**config.mk**
```make
export PLATFORM = sky130hd
export DESIGN_NAME = sbfh_fifo
export DESIGN_NICKNAME = d
export VERILOG_FILES = /design/src/rtl/core/sbfh_pkg.sv /design/src/rtl/core/sbfh_fifo.sv
export SDC_FILE = /design/constraint.sdc
export NUM_CORES = 1
export LEC_CHECK = 0
export BUFFER_PORTS_ARGS = -buffer_cell sky130_fd_sc_hd__buf_2
export CORE_AREA = 2 2 454 456
export DETAILED_ROUTE_END_ITERATION = 10
export DIE_AREA = 0 0 456 458
export GPL_TIMING_DRIVEN = 0
export PLACE_DENSITY = 0.63
export SYNTH_ARGS = -nofsm -noshare
export SYNTH_HDL_FRONTEND = slang
export SYNTH_SLANG_ARGS = --single-unit
```
**constraint.sdc**
```tcl
create_clock -name clk -period 33.1 [get_ports clk]
set_clock_uncertainty 0.15 [all_clocks]
set_input_delay 1.655 -clock clk [delete_from_list [all_inputs] [get_ports clk]]
set_output_delay 1.655 -clock clk [all_outputs]
set_load 0.01 [all_outputs]
```
**src/rtl/core/sbfh_pkg.sv**
```systemverilog
// ----------------------------------------------------------------------------
// sbfh_pkg: shared types and constants for the segment/box face hit core
// Beat payloads, the classified-item record and axis/face codes.
// ----------------------------------------------------------------------------
package sbfh_pkg;

  localparam int COORD_W   = 32;
  localparam int RATIO_W   = 17;          // Q1.16 ratio, 65536 is one
  localparam int DIFF_W    = COORD_W + 1; // difference of two coordinates
  localparam int REM_W     = DIFF_W + 1;  // divider partial remainder
  localparam int PROD_W    = DIFF_W + RATIO_W + 1;
  localparam int WIDE_W    = COORD_W + 4; // interpolated point and compares
  localparam int DIV_STAGES = RATIO_W;    // one quotient bit per stage
  localparam int FRAC_BITS = 16;

  localparam logic [1:0] AX_X = 2'd0;
  localparam logic [1:0] AX_Y = 2'd1;
  localparam logic [1:0] AX_Z = 2'd2;

  localparam logic [2:0] FACE_MIN_X = 3'd0;
  localparam logic [2:0] FACE_MAX_X = 3'd1;
  localparam logic [2:0] FACE_MIN_Z = 3'd2;
  localparam logic [2:0] FACE_MAX_Z = 3'd3;
  localparam logic [2:0] FACE_MIN_Y = 3'd4;
  localparam logic [2:0] FACE_MAX_Y = 3'd5;

  localparam logic [RATIO_W-1:0] RATIO_ONE = 17'd65536;

  typedef struct packed {
    logic signed [COORD_W-1:0] start_x;
    logic signed [COORD_W-1:0] start_y;
    logic signed [COORD_W-1:0] start_z;
    logic signed [COORD_W-1:0] end_x;
    logic signed [COORD_W-1:0] end_y;
    logic signed [COORD_W-1:0] end_z;
    logic signed [COORD_W-1:0] box_min_x;
    logic signed [COORD_W-1:0] box_min_y;
    logic signed [COORD_W-1:0] box_min_z;
    logic signed [COORD_W-1:0] box_max_x;
    logic signed [COORD_W-1:0] box_max_y;
    logic signed [COORD_W-1:0] box_max_z;
  } seg_t;

  typedef struct packed {
    logic                      hit;
    logic [2:0]                face_code;
    logic [RATIO_W-1:0]        hit_ratio;
    logic signed [COORD_W-1:0] hit_x;
    logic signed [COORD_W-1:0] hit_y;
    logic signed [COORD_W-1:0] hit_z;
  } hit_t;

  // Item after face selection, indexed by axis (x, y, z).
  typedef struct packed {
    seg_t                    item;
    logic [2:0]              ok;
    logic [2:0]              sel;
    logic [2:0][DIFF_W-1:0]  num;
    logic [2:0][DIFF_W-1:0]  den;
  } cls_t;

  function automatic logic signed [COORD_W-1:0] axis_start(seg_t s, logic [1:0] a);
    logic signed [COORD_W-1:0] r;
    unique case (a)
      AX_X:    r = s.start_x;
      AX_Y:    r = s.start_y;
      default: r = s.start_z;
    endcase
    return r;
  endfunction

  function automatic logic signed [COORD_W-1:0] axis_end(seg_t s, logic [1:0] a);
    logic signed [COORD_W-1:0] r;
    unique case (a)
      AX_X:    r = s.end_x;
      AX_Y:    r = s.end_y;
      default: r = s.end_z;
    endcase
    return r;
  endfunction

  function automatic logic signed [COORD_W-1:0] axis_min(seg_t s, logic [1:0] a);
    logic signed [COORD_W-1:0] r;
    unique case (a)
      AX_X:    r = s.box_min_x;
      AX_Y:    r = s.box_min_y;
      default: r = s.box_min_z;
    endcase
    return r;
  endfunction

  function automatic logic signed [COORD_W-1:0] axis_max(seg_t s, logic [1:0] a);
    logic signed [COORD_W-1:0] r;
    unique case (a)
      AX_X:    r = s.box_max_x;
      AX_Y:    r = s.box_max_y;
      default: r = s.box_max_z;
    endcase
    return r;
  endfunction

endpackage

```
**src/rtl/core/sbfh_fifo.sv**
```systemverilog
// ----------------------------------------------------------------------------
// sbfh_fifo: queue between face selection and the arithmetic pipeline
// Small register-based FIFO; full and empty come from an occupancy count.
// ----------------------------------------------------------------------------
module sbfh_fifo #(
  parameter int DEPTH = 4
) (
  input  logic           clk,
  input  logic           rst,
  input  logic           push,
  input  sbfh_pkg::cls_t wdata,
  output logic           full,
  input  logic           pop,
  output logic           empty,
  output sbfh_pkg::cls_t rdata
);
  import sbfh_pkg::*;

  localparam int AW = $clog2(DEPTH);

  cls_t           mem [DEPTH];
  logic [AW-1:0]  wptr, rptr;
  logic [AW:0]    count;

  assign full  = (count == (AW+1)'(DEPTH));
  assign empty = (count == '0);
  assign rdata = mem[rptr];

  always_ff @(posedge clk) begin
    if (push && !full) mem[wptr] <= wdata;
  end

  always_ff @(posedge clk) begin
    if (rst) begin
      wptr  <= '0;
      rptr  <= '0;
      count <= '0;
    end else begin
      if (push && !full) wptr <= (wptr == AW'(DEPTH - 1)) ? '0 : wptr + 1'b1;
      if (pop && !empty) rptr <= (rptr == AW'(DEPTH - 1)) ? '0 : rptr + 1'b1;
      count <= count + (AW+1)'(push && !full) - (AW+1)'(pop && !empty);
    end
  end

endmodule

```
==> results.cfg <==
[timing]
setup_slack_ps = 27620
worst_slew_pin_slew_ps = 1080
slew_headroom = 0.282
hold_viol = 0
rsz0062_at_grt = false
slew_violations = 0
tns_ps = 0
fin_crit_sh = 0.165
setup_viol = 0
fin_crit_ps = 5480
max_freq_ghz = 0.183

[pwr]
power_frac_seq = 0.455
p_leak_nw = 34.5
netSwitchingFraction = 0.271
p_sw_w = 0.00219
vdd_ir_drop_max_mv = 0.0537
power_frac_clock = 0.328
p_int_w = 0.00587
power.density_nw_per_um2 = 77.6
p_comb_frac = 0.217

[run_status]
status = completed

[routing]
routed.top_layer = met5
via_per_inst = 5.37
dr_wl_met3_um = 19100
drt_first_pass_iters = 5
wire_per_inst_um = 28.8
vias = 40600
drt-total-wl_um = 218000
drt_iter0_drc = 3849
ant_nets = 0
drc = 0
wl_met1_um = 78200
wl_met2_um = 111000

[cts]
clk_latency_ps = 840
path_clk_slew_ps = 60
post_cts_resize_count = 0
tritoncts = yes
postCtsSetupRepairBufs = 0
htreeDepth = 4
clockBufferDepth = 3
cts_buffers = 229
ctsHoldBuffers = 0
root_buffer = clkbuf_16
clock-sinks = 2361

[worst_setup_path]
start_kind = flop
endpoint_kind = output port
required_ps = 31300
path_class = flop to output port
path_max_fanout = 11
cp_data_arrival_time_ps = 3670

[cells_and_area]
fin_util = 0.510
drive_gt1_frac = 0.476
stdcell_count = 7553
syn_to_final_growth_pct = 21.8
num-nets-final = 5184

[floorplan]
fp.dieW_um = 456
io_pins = 1182
core_area_um2 = 204000
start_util = 0.418
die_h_um = 458
rows = 166
die-area_um2 = 209000

[global_route]
grt_use_total = 0.206
grt_pass1_vias = 40900
antenna_found_initial = 149
grt_max_degree = 57
grt_pass1_wl_um = 304000
grt.overflow.total = 0

[placed_design]
place_ws_ps = 28320
post-dp-hpwl_um = 154000
dp.cells = 7041
io_buffers = 1181
place_congestion = 0.846

[synth]
yosys.area.top_type = edfxtp_1
synth.distinct_cells = 25
syn-num-nets = 3721
synth-seq-area-share = 0.831
synth_cells = 3121
synth_area_leaders = edfxtp_1 (83%), mux4_2 (16%), buf_6 (0.49%), buf_2 (0.29%), dfxtp_1 (0.21%)
ys_ff_latch = 2361
yosysWarnings = 0
synthesis.area_um2 = 85200
synth.avg_cell_area_um2 = 27.3
synthDominantCellAreaShare = 0.828

[flow_run]
cap_violations = 0

[hold_path]
min_path_type = flop to flop
[worst max-delay path, cell delays in order (launching register included)]
cell and delay [ps]:
dfxtp_1 340, buf_2 480, clkbuf_1 850, buf_2 490, mux4_2 450, buf_2 180
[final timing paths]
path	startpoint	end	slack [ps]	cells past startpoint
setup reg to reg	count[1]	mem[1][543]	29630	7
hold reg to reg	rptr[0]	rptr[0]	350	2
setup / recovery	flop	rdata[519]	27620	5
hold / removal	rptr[0]	rptr[0]	350	2
[Yosys cell counts]
cell / n
buf_6: 37
and3_1: 4
a21oi_1: 2
inv_1: 8
nand2_1: 1
buf_1: 7
nor3_1: 2
nor2_1: 2
edfxtp_1: 2352
fa_1: 1
mux2i_1: 1
nand3_1: 2
buf_2: 50
or3b_1: 1
ha_1: 7
and2_1: 1
xnor2_1: 2
o31ai_1: 2
dfxtp_1: 9
nor2b_1: 2
clkbuf_1: 18
buf_4: 20
a21o_1: 1
mux4_2: 588
or3_1: 1
[logic make-up (layout without fill, tap and decap cells)]
family,after synthesis,in the layout,share of synthesized area
muxes,589,589,0.155
DFF,2361,2361,0.831
and+or+nand+nor,16,16,0.00106
buffers and inverters,140,1798,0.0110
other,0,86,0
AOI/OAI and AO/OA,5,5,0.000382
xor gates and xnor gates,2,2,0.000206
adders and majority gates,8,8,0.00126
[power by group through the flow]
stage | sequential, W | combinational (W) | clock [W]
global placement | 0.00411 | 0.00173 | 0
global route | 0.00368 | 0.00185 | 0.00282
finish | 0.00366 | 0.00175 | 0.00264
detailed placement | 0.00373 | 0.00179 | 0
floorplan | 0.00392 | 0.000955 | 0
CTS | 0.00367 | 0.00180 | 0.00270
[flip-flops by register name, indices dropped and copies added, names as in the netlist, named ones only]
name	flops
mem	2352
rptr	2
count	3
wptr	2
[area by class of cell]
type | instances | area, um^2
sequential | 2361 | 70800
clock buffer | 268 | 5900
clock inverter | 158 | 1800
multi-input combinational | 620 | 13500
tap | 2688 | 3360
inverter | 8 | 30.0
timing repair buffer | 1232 | 7280
buffer | 132 | 911
antenna | 86 | 215
fill | 16000 | 99900
[cells in the final DEF (no fill, tap or decap)]
master and count:
edfxtp_1 2352, buf_2 1231, mux4_2 588, clkbuf_16 230
diode_2 86, clkbuf_1 56, clkinv_2 49, buf_16 47
clkinv_1 44, buf_6 37, bufinv_16 32, buf_4 20
clkinvlp_4 10, dfxtp_1 9, inv_1 8, buf_1 7
ha_1 7, clkinv_4 6, inv_6 5, clkinv_8 5
and3_4 4, clkinv_16 4, buf_12 4, nor3_1 2
o31ai_1 2, nor2b_1 2, nand3_1 2, a21oi_1 2
nor2_1 2, xnor2_1 2, inv_16 2, or3b_1 1
and2_1 1, or3_1 1, nand2_1 1, mux2i_1 1
a21o_1 1, fa_1 1, inv_8 1
[metal layers]
layer	global-route usage	up-vias
met5	0	-
met3	0.0709	499
met1	0.245	21500
met4	0.0912	74
li1	-	16800
met2	0.339	1681
[metrics by stage]
stage,instance area [um^2],total power [W],hold slack (ps)
floorplan,85200,0.00487,306
global placement,94500,0.00584,334
finish,104000,0.00806,347
global route,104000,0.00835,400
CTS,104000,0.00817,344
detailed placement,95900,0.00552,336
No activity file was read; power rests on OpenSTA's default activity.
