[src/rtl/core/sbfh_pkg.sv]
// ----------------------------------------------------------------------------
// sbfh_pkg: shared types and constants for the segment/box face hit core
// Beat payloads, the classified-item record and axis/face codes.
// ----------------------------------------------------------------------------
package sbfh_pkg;

  localparam int COORD_W   = 32;
  localparam int RATIO_W   = 17;          // Q1.16 ratio, 65536 is one
  localparam int DIFF_W    = COORD_W + 1; // difference of two coordinates
  localparam int REM_W     = DIFF_W + 1;  // divider partial remainder
  localparam int PROD_W    = DIFF_W + RATIO_W + 1;
  localparam int WIDE_W    = COORD_W + 4; // interpolated point and compares
  localparam int DIV_STAGES = RATIO_W;    // one quotient bit per stage
  localparam int FRAC_BITS = 16;

  localparam logic [1:0] AX_X = 2'd0;
  localparam logic [1:0] AX_Y = 2'd1;
  localparam logic [1:0] AX_Z = 2'd2;

  localparam logic [2:0] FACE_MIN_X = 3'd0;
  localparam logic [2:0] FACE_MAX_X = 3'd1;
  localparam logic [2:0] FACE_MIN_Z = 3'd2;
  localparam logic [2:0] FACE_MAX_Z = 3'd3;
  localparam logic [2:0] FACE_MIN_Y = 3'd4;
  localparam logic [2:0] FACE_MAX_Y = 3'd5;

  localparam logic [RATIO_W-1:0] RATIO_ONE = 17'd65536;

  typedef struct packed {
    logic signed [COORD_W-1:0] start_x;
    logic signed [COORD_W-1:0] start_y;
    logic signed [COORD_W-1:0] start_z;
    logic signed [COORD_W-1:0] end_x;
    logic signed [COORD_W-1:0] end_y;
    logic signed [COORD_W-1:0] end_z;
    logic signed [COORD_W-1:0] box_min_x;
    logic signed [COORD_W-1:0] box_min_y;
    logic signed [COORD_W-1:0] box_min_z;
    logic signed [COORD_W-1:0] box_max_x;
    logic signed [COORD_W-1:0] box_max_y;
    logic signed [COORD_W-1:0] box_max_z;
  } seg_t;

  typedef struct packed {
    logic                      hit;
    logic [2:0]                face_code;
    logic [RATIO_W-1:0]        hit_ratio;
    logic signed [COORD_W-1:0] hit_x;
    logic signed [COORD_W-1:0] hit_y;
    logic signed [COORD_W-1:0] hit_z;
  } hit_t;

  // Item after face selection, indexed by axis (x, y, z).
  typedef struct packed {
    seg_t                    item;
    logic [2:0]              ok;
    logic [2:0]              sel;
    logic [2:0][DIFF_W-1:0]  num;
    logic [2:0][DIFF_W-1:0]  den;
  } cls_t;

  function automatic logic signed [COORD_W-1:0] axis_start(seg_t s, logic [1:0] a);
    logic signed [COORD_W-1:0] r;
    unique case (a)
      AX_X:    r = s.start_x;
      AX_Y:    r = s.start_y;
      default: r = s.start_z;
    endcase
    return r;
  endfunction

  function automatic logic signed [COORD_W-1:0] axis_end(seg_t s, logic [1:0] a);
    logic signed [COORD_W-1:0] r;
    unique case (a)
      AX_X:    r = s.end_x;
      AX_Y:    r = s.end_y;
      default: r = s.end_z;
    endcase
    return r;
  endfunction

  function automatic logic signed [COORD_W-1:0] axis_min(seg_t s, logic [1:0] a);
    logic signed [COORD_W-1:0] r;
    unique case (a)
      AX_X:    r = s.box_min_x;
      AX_Y:    r = s.box_min_y;
      default: r = s.box_min_z;
    endcase
    return r;
  endfunction

  function automatic logic signed [COORD_W-1:0] axis_max(seg_t s, logic [1:0] a);
    logic signed [COORD_W-1:0] r;
    unique case (a)
      AX_X:    r = s.box_max_x;
      AX_Y:    r = s.box_max_y;
      default: r = s.box_max_z;
    endcase
    return r;
  endfunction

endpackage

[src/rtl/core/sbfh_front.sv]
// ----------------------------------------------------------------------------
// sbfh_front: face selection
// Picks the candidate face on each axis and forms the ratio operands.
// ----------------------------------------------------------------------------
module sbfh_front (
  input  sbfh_pkg::seg_t seg,
  output sbfh_pkg::cls_t cls
);
  import sbfh_pkg::*;

  always_comb begin
    logic signed [DIFF_W-1:0] a0, a1, lo, hi;
    cls.item = seg;
    for (int a = 0; a < 3; a++) begin
      a0 = DIFF_W'(axis_start(seg, 2'(a)));
      a1 = DIFF_W'(axis_end(seg, 2'(a)));
      lo = DIFF_W'(axis_min(seg, 2'(a)));
      hi = DIFF_W'(axis_max(seg, 2'(a)));
      cls.sel[a] = 1'b0;
      cls.num[a] = '0;
      cls.den[a] = '0;
      cls.ok[a]  = 1'b0;
      if (a0 <= lo && a1 >= lo) begin
        cls.num[a] = lo - a0;
        cls.den[a] = a1 - a0;
        cls.ok[a]  = 1'b1;
      end else if (a0 >= hi && a1 <= hi) begin
        cls.sel[a] = 1'b1;
        cls.num[a] = a0 - hi;
        cls.den[a] = a0 - a1;
        cls.ok[a]  = 1'b1;
      end
      // A zero-length axis skips its face entirely.
      if (cls.den[a] == '0) cls.ok[a] = 1'b0;
    end
  end

endmodule

[config.mk]
export PLATFORM = sky130hd
export DESIGN_NAME = sbfh_front
export DESIGN_NICKNAME = d
export VERILOG_FILES = /design/src/rtl/core/sbfh_pkg.sv /design/src/rtl/core/sbfh_front.sv
export SDC_FILE = /design/constraint.sdc
export NUM_CORES = 1
export LEC_CHECK = 0
export ABC_AREA = 1
export BUFFER_PORTS_ARGS = -buffer_cell sky130_fd_sc_hd__buf_4
export CAP_MARGIN = 25
export CORE_AREA = 4 4 379 381
export DETAILED_ROUTE_END_ITERATION = 16
export DIE_AREA = 0 0 383 385
export PLACE_DENSITY_LB_ADDON = 0.1
export SYNTH_ARGS = -nofsm -noshare
export SYNTH_HDL_FRONTEND = slang
export SYNTH_SLANG_ARGS = --single-unit
[constraint.sdc]
create_clock -name vclk -period 3.65
set_input_delay 0.1825 -clock vclk [all_inputs]
set_output_delay 0.1825 -clock vclk [all_outputs]
set_load 0.05 [all_outputs]
==> flow_metrics.env, run 1 <==
export IMPL_hold_depth=2
export IMPL_synthTopCellsByCount="1222 x nand2_1, 832 x inv_1, 637 x nor2_1"
export IMPL_ant_nets=0
export IMPL_grt_use_total_pct=22.7
export IMPL_cp_max_fo=10
export IMPL_grt_setup_unrepaired="false"
export IMPL_relSlewSlack_pct=51.0
export IMPL_dpl_hpwl_um=163000
export IMPL_rows=138
export IMPL_drt_iter0_markers=2735
export IMPL_power_uw=11600
export IMPL_post_drt_wl_per_cell_um=21.6
export IMPL_core_area_um2=141000
export IMPL_slew_viol_final=0
export IMPL_portBuffers=972
export IMPL_status="completed"
export IMPL_netlist_instances=5700
export IMPL_tns_ps=0
export IMPL_synth_cell_types=59
export IMPL_antenna_found_initial=3
export IMPL_cp_required_ps=3470
export IMPL_ys_top_cells_by_area="ha_1 22%, nand2_1 14%, inv_1 9.5%, a21oi_1 9.2%, buf_4 9.0%"
export IMPL_arrival_ps=3280
export IMPL_final_nets=7366
export IMPL_finalCritPeriodShare_pct=94.8
export IMPL_ios=972
export IMPL_area_delta_synth_final_pct=24.4
export IMPL_synth_xor_area_share_pct=8.04
export IMPL_grt_overflow=0
export IMPL_hold_class="in -> out"
export IMPL_fmax_mhz=289
export IMPL_synth_top_area_cell="ha_1"
export IMPL_syn_area_per_cell_um2=5.76
export IMPL_drt_first_pass_iters=8
export IMPL_critical_path_startpoint_type="primary input"
export IMPL_synthSimpleGateAreaFrac_pct=27.8
export IMPL_drive_above_1_share_pct=20.7
export IMPL_period_minus_slack_ps=3460
export IMPL_hold_viol=0
export IMPL_yosys_warnings=0
export IMPL_viasPerCell=4.66
export IMPL_power_density_nw_per_um2=285
export IMPL_syn_nets=6672
export IMPL_worst_pin_slew_ps=727
export IMPL_synth_adder_area_share_pct=22.7
export IMPL_finalSetupViolations=0
export IMPL_crit_type="in -> out"
export IMPL_seq_cell_count=0
export IMPL_p_leak_uw=0.0227
export IMPL_cts_hold_buffers=0
export IMPL_synth_mux_area_share_pct=0
export IMPL_hold_ws_ps=630
export IMPL_cap_violations=0
export IMPL_vias=38600
export IMPL_num_fill_cells=16400
export IMPL_nClkBuffers=0
export IMPL_die_w_um=383
export IMPL_peakVddDrop_mv=0.229
export IMPL_critPathCaptureType="output port"
export IMPL_worstHoldEndpoint="cls[299]"
export IMPL_die_h_um=385
export IMPL_antenna_cells=0
export IMPL_synth_top_family_by_area="simple AND/OR/NAND/NOR gates"
export IMPL_gp_congestion=0.967
export IMPL_grt_pass1_wl_um=253000
export IMPL_start_util_pct=23.3
export IMPL_grt_pass1_vias=38300
export IMPL_yosysSeqAreaShare_pct=0
export IMPL_worstHoldStart="seg[95]"
export IMPL_grt_max_degree=32
export IMPL_syn_area_um2=32800
export IMPL_wl_um=179000
export IMPL_seq_area_um2=0
export IMPL_synth_most_common_cell="nand2_1"
export IMPL_post_route_drc_count=0
export IMPL_die_area_um2=147000
export IMPL_synth_compound_area_share_pct=21.0
export IMPL_synth_top_area_share_pct=22.0
-- cells by family (layout without fill, tap and decap cells) --
| kind of cell | Yosys count | in the layout |
|---|---|---|
| AO/OA/AOI/OAI | 1247 | 1247 |
| AND/OR/NAND/NOR | 2215 | 2215 |
| buffers and inverters | 1349 | 2041 |
| XOR/XNOR | 301 | 301 |
| adder cells (fa/ha/maj) | 588 | 588 |
-- worst max-delay path by stage --
stage	from	endpoint	slack, ps	depth (start not counted)
finish	seg[95]	cls[201]	190	20
global route	seg[353]	cls[201]	0.3	21
CTS	seg[66]	cls[122]	90	18
detailed placement	seg[66]	cls[122]	100	18
global placement	seg[319]	cls[197]	90	17
floorplan	seg[288]	cls[192]	20	19
-- stage by stage --
step	instances	area, µm²	utilization (%)	worst slack, ps
finish	8282	40800	29.0	191
global placement	8280	40700	29.0	91.7
detailed placement	8280	40700	29.0	103
CTS	8280	40700	29.0	87.4
floorplan	5700	32800	-	24.3
global route	8282	40800	29.0	0.295
-- routing by layer --
layer	GRT usage [%]	vias up	routed length (µm)
met3	1.88	98	8630
met5	0	-	13
li1	-	19500	-
met1	30.1	17800	80200
met2	40.8	1200	86700
met4	3.23	2	3140
-- timing repair --
item	4_1_cts	5_1_grt
endpoints found under the setup margin	0	15
resized for setup	0	23
buffers inserted	0	2
-- worst max-delay path: stages --
cell and delay, ps:
buf_4 80, inv_1 80, ha_1 470, nand2_1 120, nor2_1 150, nand2_1 140, nor4_2 420, nand2_1 150
nand3_1 110, nand3_2 150, nand2_8 140, inv_6 50, nand2_4 180, buf_4 190, o21ai_1 90, nor2_1 110
nand2_1 60, nor2_1 100, nand3_1 100, buf_4 200
-- area by class of cell --
| class | count | area, µm² | area share (%) |
|---|---|---|---|
| well taps | 1890 | 2360 | 5.80 |
| repair buffers | 1189 | 9070 | 22.2 |
| multi-input cells | 4351 | 26200 | 64.1 |
| inverters | 852 | 3210 | 7.87 |
-- layout by cell type, fill, tap and decap left out, types with 24 or more instances in the layout --
cell / count
nor3_1: 42
nand4_1: 40
o21a_1: 34
xnor2_1: 114
xor2_1: 185
o21ai_0: 317
a31oi_1: 31
o21ai_1: 63
nand2_1: 1222
a21o_1: 64
a21oi_1: 598
nor2_1: 637
inv_1: 831
nand3_1: 169
o21bai_1: 34
buf_4: 1177
o22ai_1: 24
ha_1: 573
-- where the power goes --
group | total (µW) | internal, µW | switching (µW)
sequential | 0 | 0 | 0
combinational | 11600 | 3650 | 7970
clock | 0 | 0 | 0
Power figures use the tool's default switching activity.
==> run 2: changes to the inputs <==
- CORE_AREA: 4 4 379 381 -> 2 2 377 379
- DIE_AREA: 0 0 383 385 -> 0 0 379 381
==> run 2 against run 1 <==
  * Sequential cell count stayed put
  * Final cell count about the same
  * Wire length fell by 0.77%
  * Largest power group unchanged
  * Critical path depth is 2 lower
  * Fmax is 0.40% lower
  * First-iteration DRC count is 8.6% lower
  * Count of clock-buffer cells in the layout unchanged
  * Design area is 0.15% higher
==> flow_metrics.env, run 2 (synthesis results as in run 1) <==
export IMPL_gp_congestion=0.965
export IMPL_met3_usage_pct=1.18
export IMPL_viasPerCell=4.64
export IMPL_finalSetupViolations=0
export IMPL_core_area_um2=141000
export IMPL_wl_um=177000
export IMPL_drt_iter0_markers=2500
export IMPL_fmax_mhz=288
export IMPL_die_w_um=379
export IMPL_stdcell_count=8289
export IMPL_ant_nets=0
export IMPL_finalCritPeriodShare_pct=95.2
export IMPL_period_minus_slack_ps=3470
export IMPL_utilization_pct=29.1
export IMPL_drt_first_pass_iters=8
export IMPL_top_usage_layer="met2"
export IMPL_grt_pass1_vias=37900
export IMPL_hold_depth=2
export IMPL_crit_type="in -> out"
export IMPL_hold_class="in -> out"
export IMPL_post_drt_wl_per_cell_um=21.4
export IMPL_status="completed"
export IMPL_worst_pin_slew_ps=809
export IMPL_grt_pass1_wl_um=251000
export IMPL_rows=138
export IMPL_slew_viol_final=0
export IMPL_grt_overflow=0
export IMPL_nClkBuffers=0
export IMPL_dpl_hpwl_um=161000
export IMPL_cp_max_fo=6
export IMPL_die_area_um2=144000
export IMPL_layout_common_cells="1222 x nand2_1, 1188 x buf_4, 831 x inv_1"
export IMPL_start_util_pct=23.3
export IMPL_critical_path_startpoint_type="primary input"
export IMPL_seq_cell_count=0
export IMPL_relSlewSlack_pct=45.8
export IMPL_dp_cells=8288
export IMPL_antenna_found_initial=1
export IMPL_arrival_ps=3290
export IMPL_p_leak_uw=0.0227
export IMPL_die_h_um=381
export IMPL_power_density_nw_per_um2=284
export IMPL_peakVddDrop_mv=0.272
export IMPL_num_fill_cells=16400
export IMPL_grt_setup_unrepaired="false"
export IMPL_cp_required_ps=3470
export IMPL_vias=38500
export IMPL_hold_ws_ps=630
export IMPL_grt_use_total_pct=23.2
export IMPL_use_met2_pct=41.2
export IMPL_area_delta_synth_final_pct=24.6
export IMPL_post_route_drc_count=0
export IMPL_portBuffers=972
export IMPL_cap_violations=0
export IMPL_final_nets=7373
export IMPL_grt_max_degree=33
export IMPL_antenna_cells=0
export IMPL_drive_above_1_share_pct=21.0
export IMPL_grt_use_met1_pct=31.1
export IMPL_critPathCaptureType="output port"
export IMPL_hold_viol=0
export IMPL_mostFrequentLayoutCell="nand2_1"
export IMPL_seq_area_um2=0
export IMPL_ios=972
==> run 2: through the flow <==
step           total power, µW  instance area [µm²]  setup TNS [ps]  worst slack [ps]
2_1_floorplan             7430                32800               0              24.3
3_3_place_gp             11600                40700          -11770              -545
3_5_place_dp             11500                40700           -8430              -469
4_1_cts                  11600                40700               0              13.4
5_1_grt                  12400                40900               0              2.22
6_report                 11600                40900               0               177
==> run 2: final cells by class <==
type | count | area (µm²) | area share [%]
inverters | 852 | 3220 | 7.87
multi-input cells | 4351 | 26200 | 64.1
well taps | 1890 | 2360 | 5.79
repair buffers | 1196 | 9070 | 22.2
==> run 2: report_power, final <==
group / internal (µW) / switching (µW) / total (µW)
Combinational: 3630 / 7960 / 11600
Clock: 0 / 0 / 0
Sequential: 0 / 0 / 0
==> run 2: worst paths after layout <==
| kind | slack (ps) | endpoint | from |
|---|---|---|---|
| setup / recovery | 180 | cls[197] | seg[306] |
| hold / removal | 630 | cls[267] | seg[63] |
==> run 2: worst max-delay path, stage by stage <==
cell and delay [ps]:
buf_4 120, buf_4 150, ha_1 340, nand2_1 120, nor2_1 200, nand2_1 110, nor3_1 450, nand2_1 110
nand3_1 90, nand2_1 110, inv_2 80, nand2_2 80, buf_4 170, nor2_2 200, buf_12 170, o21ai_0 110
o21ai_2 230, buf_4 240
==> run 2: what timing repair did <==
| action | CTS | global route |
|---|---|---|
| endpoints found under the hold margin | 0 | 0 |
| pin swaps | 1 | 0 |
| gates resized for setup | 6 | 35 |
| endpoints found under the setup margin | 47 | 25 |
| buffers inserted | 1 | 0 |
| hold buffers | 0 | 0 |
==> run 2: per-layer routing <==
metal	up-vias	part of all wire, %
met4	0	2.0
met3	101	4.2
li1	19500	-
met5	-	0
met1	17700	46
met2	1129	48
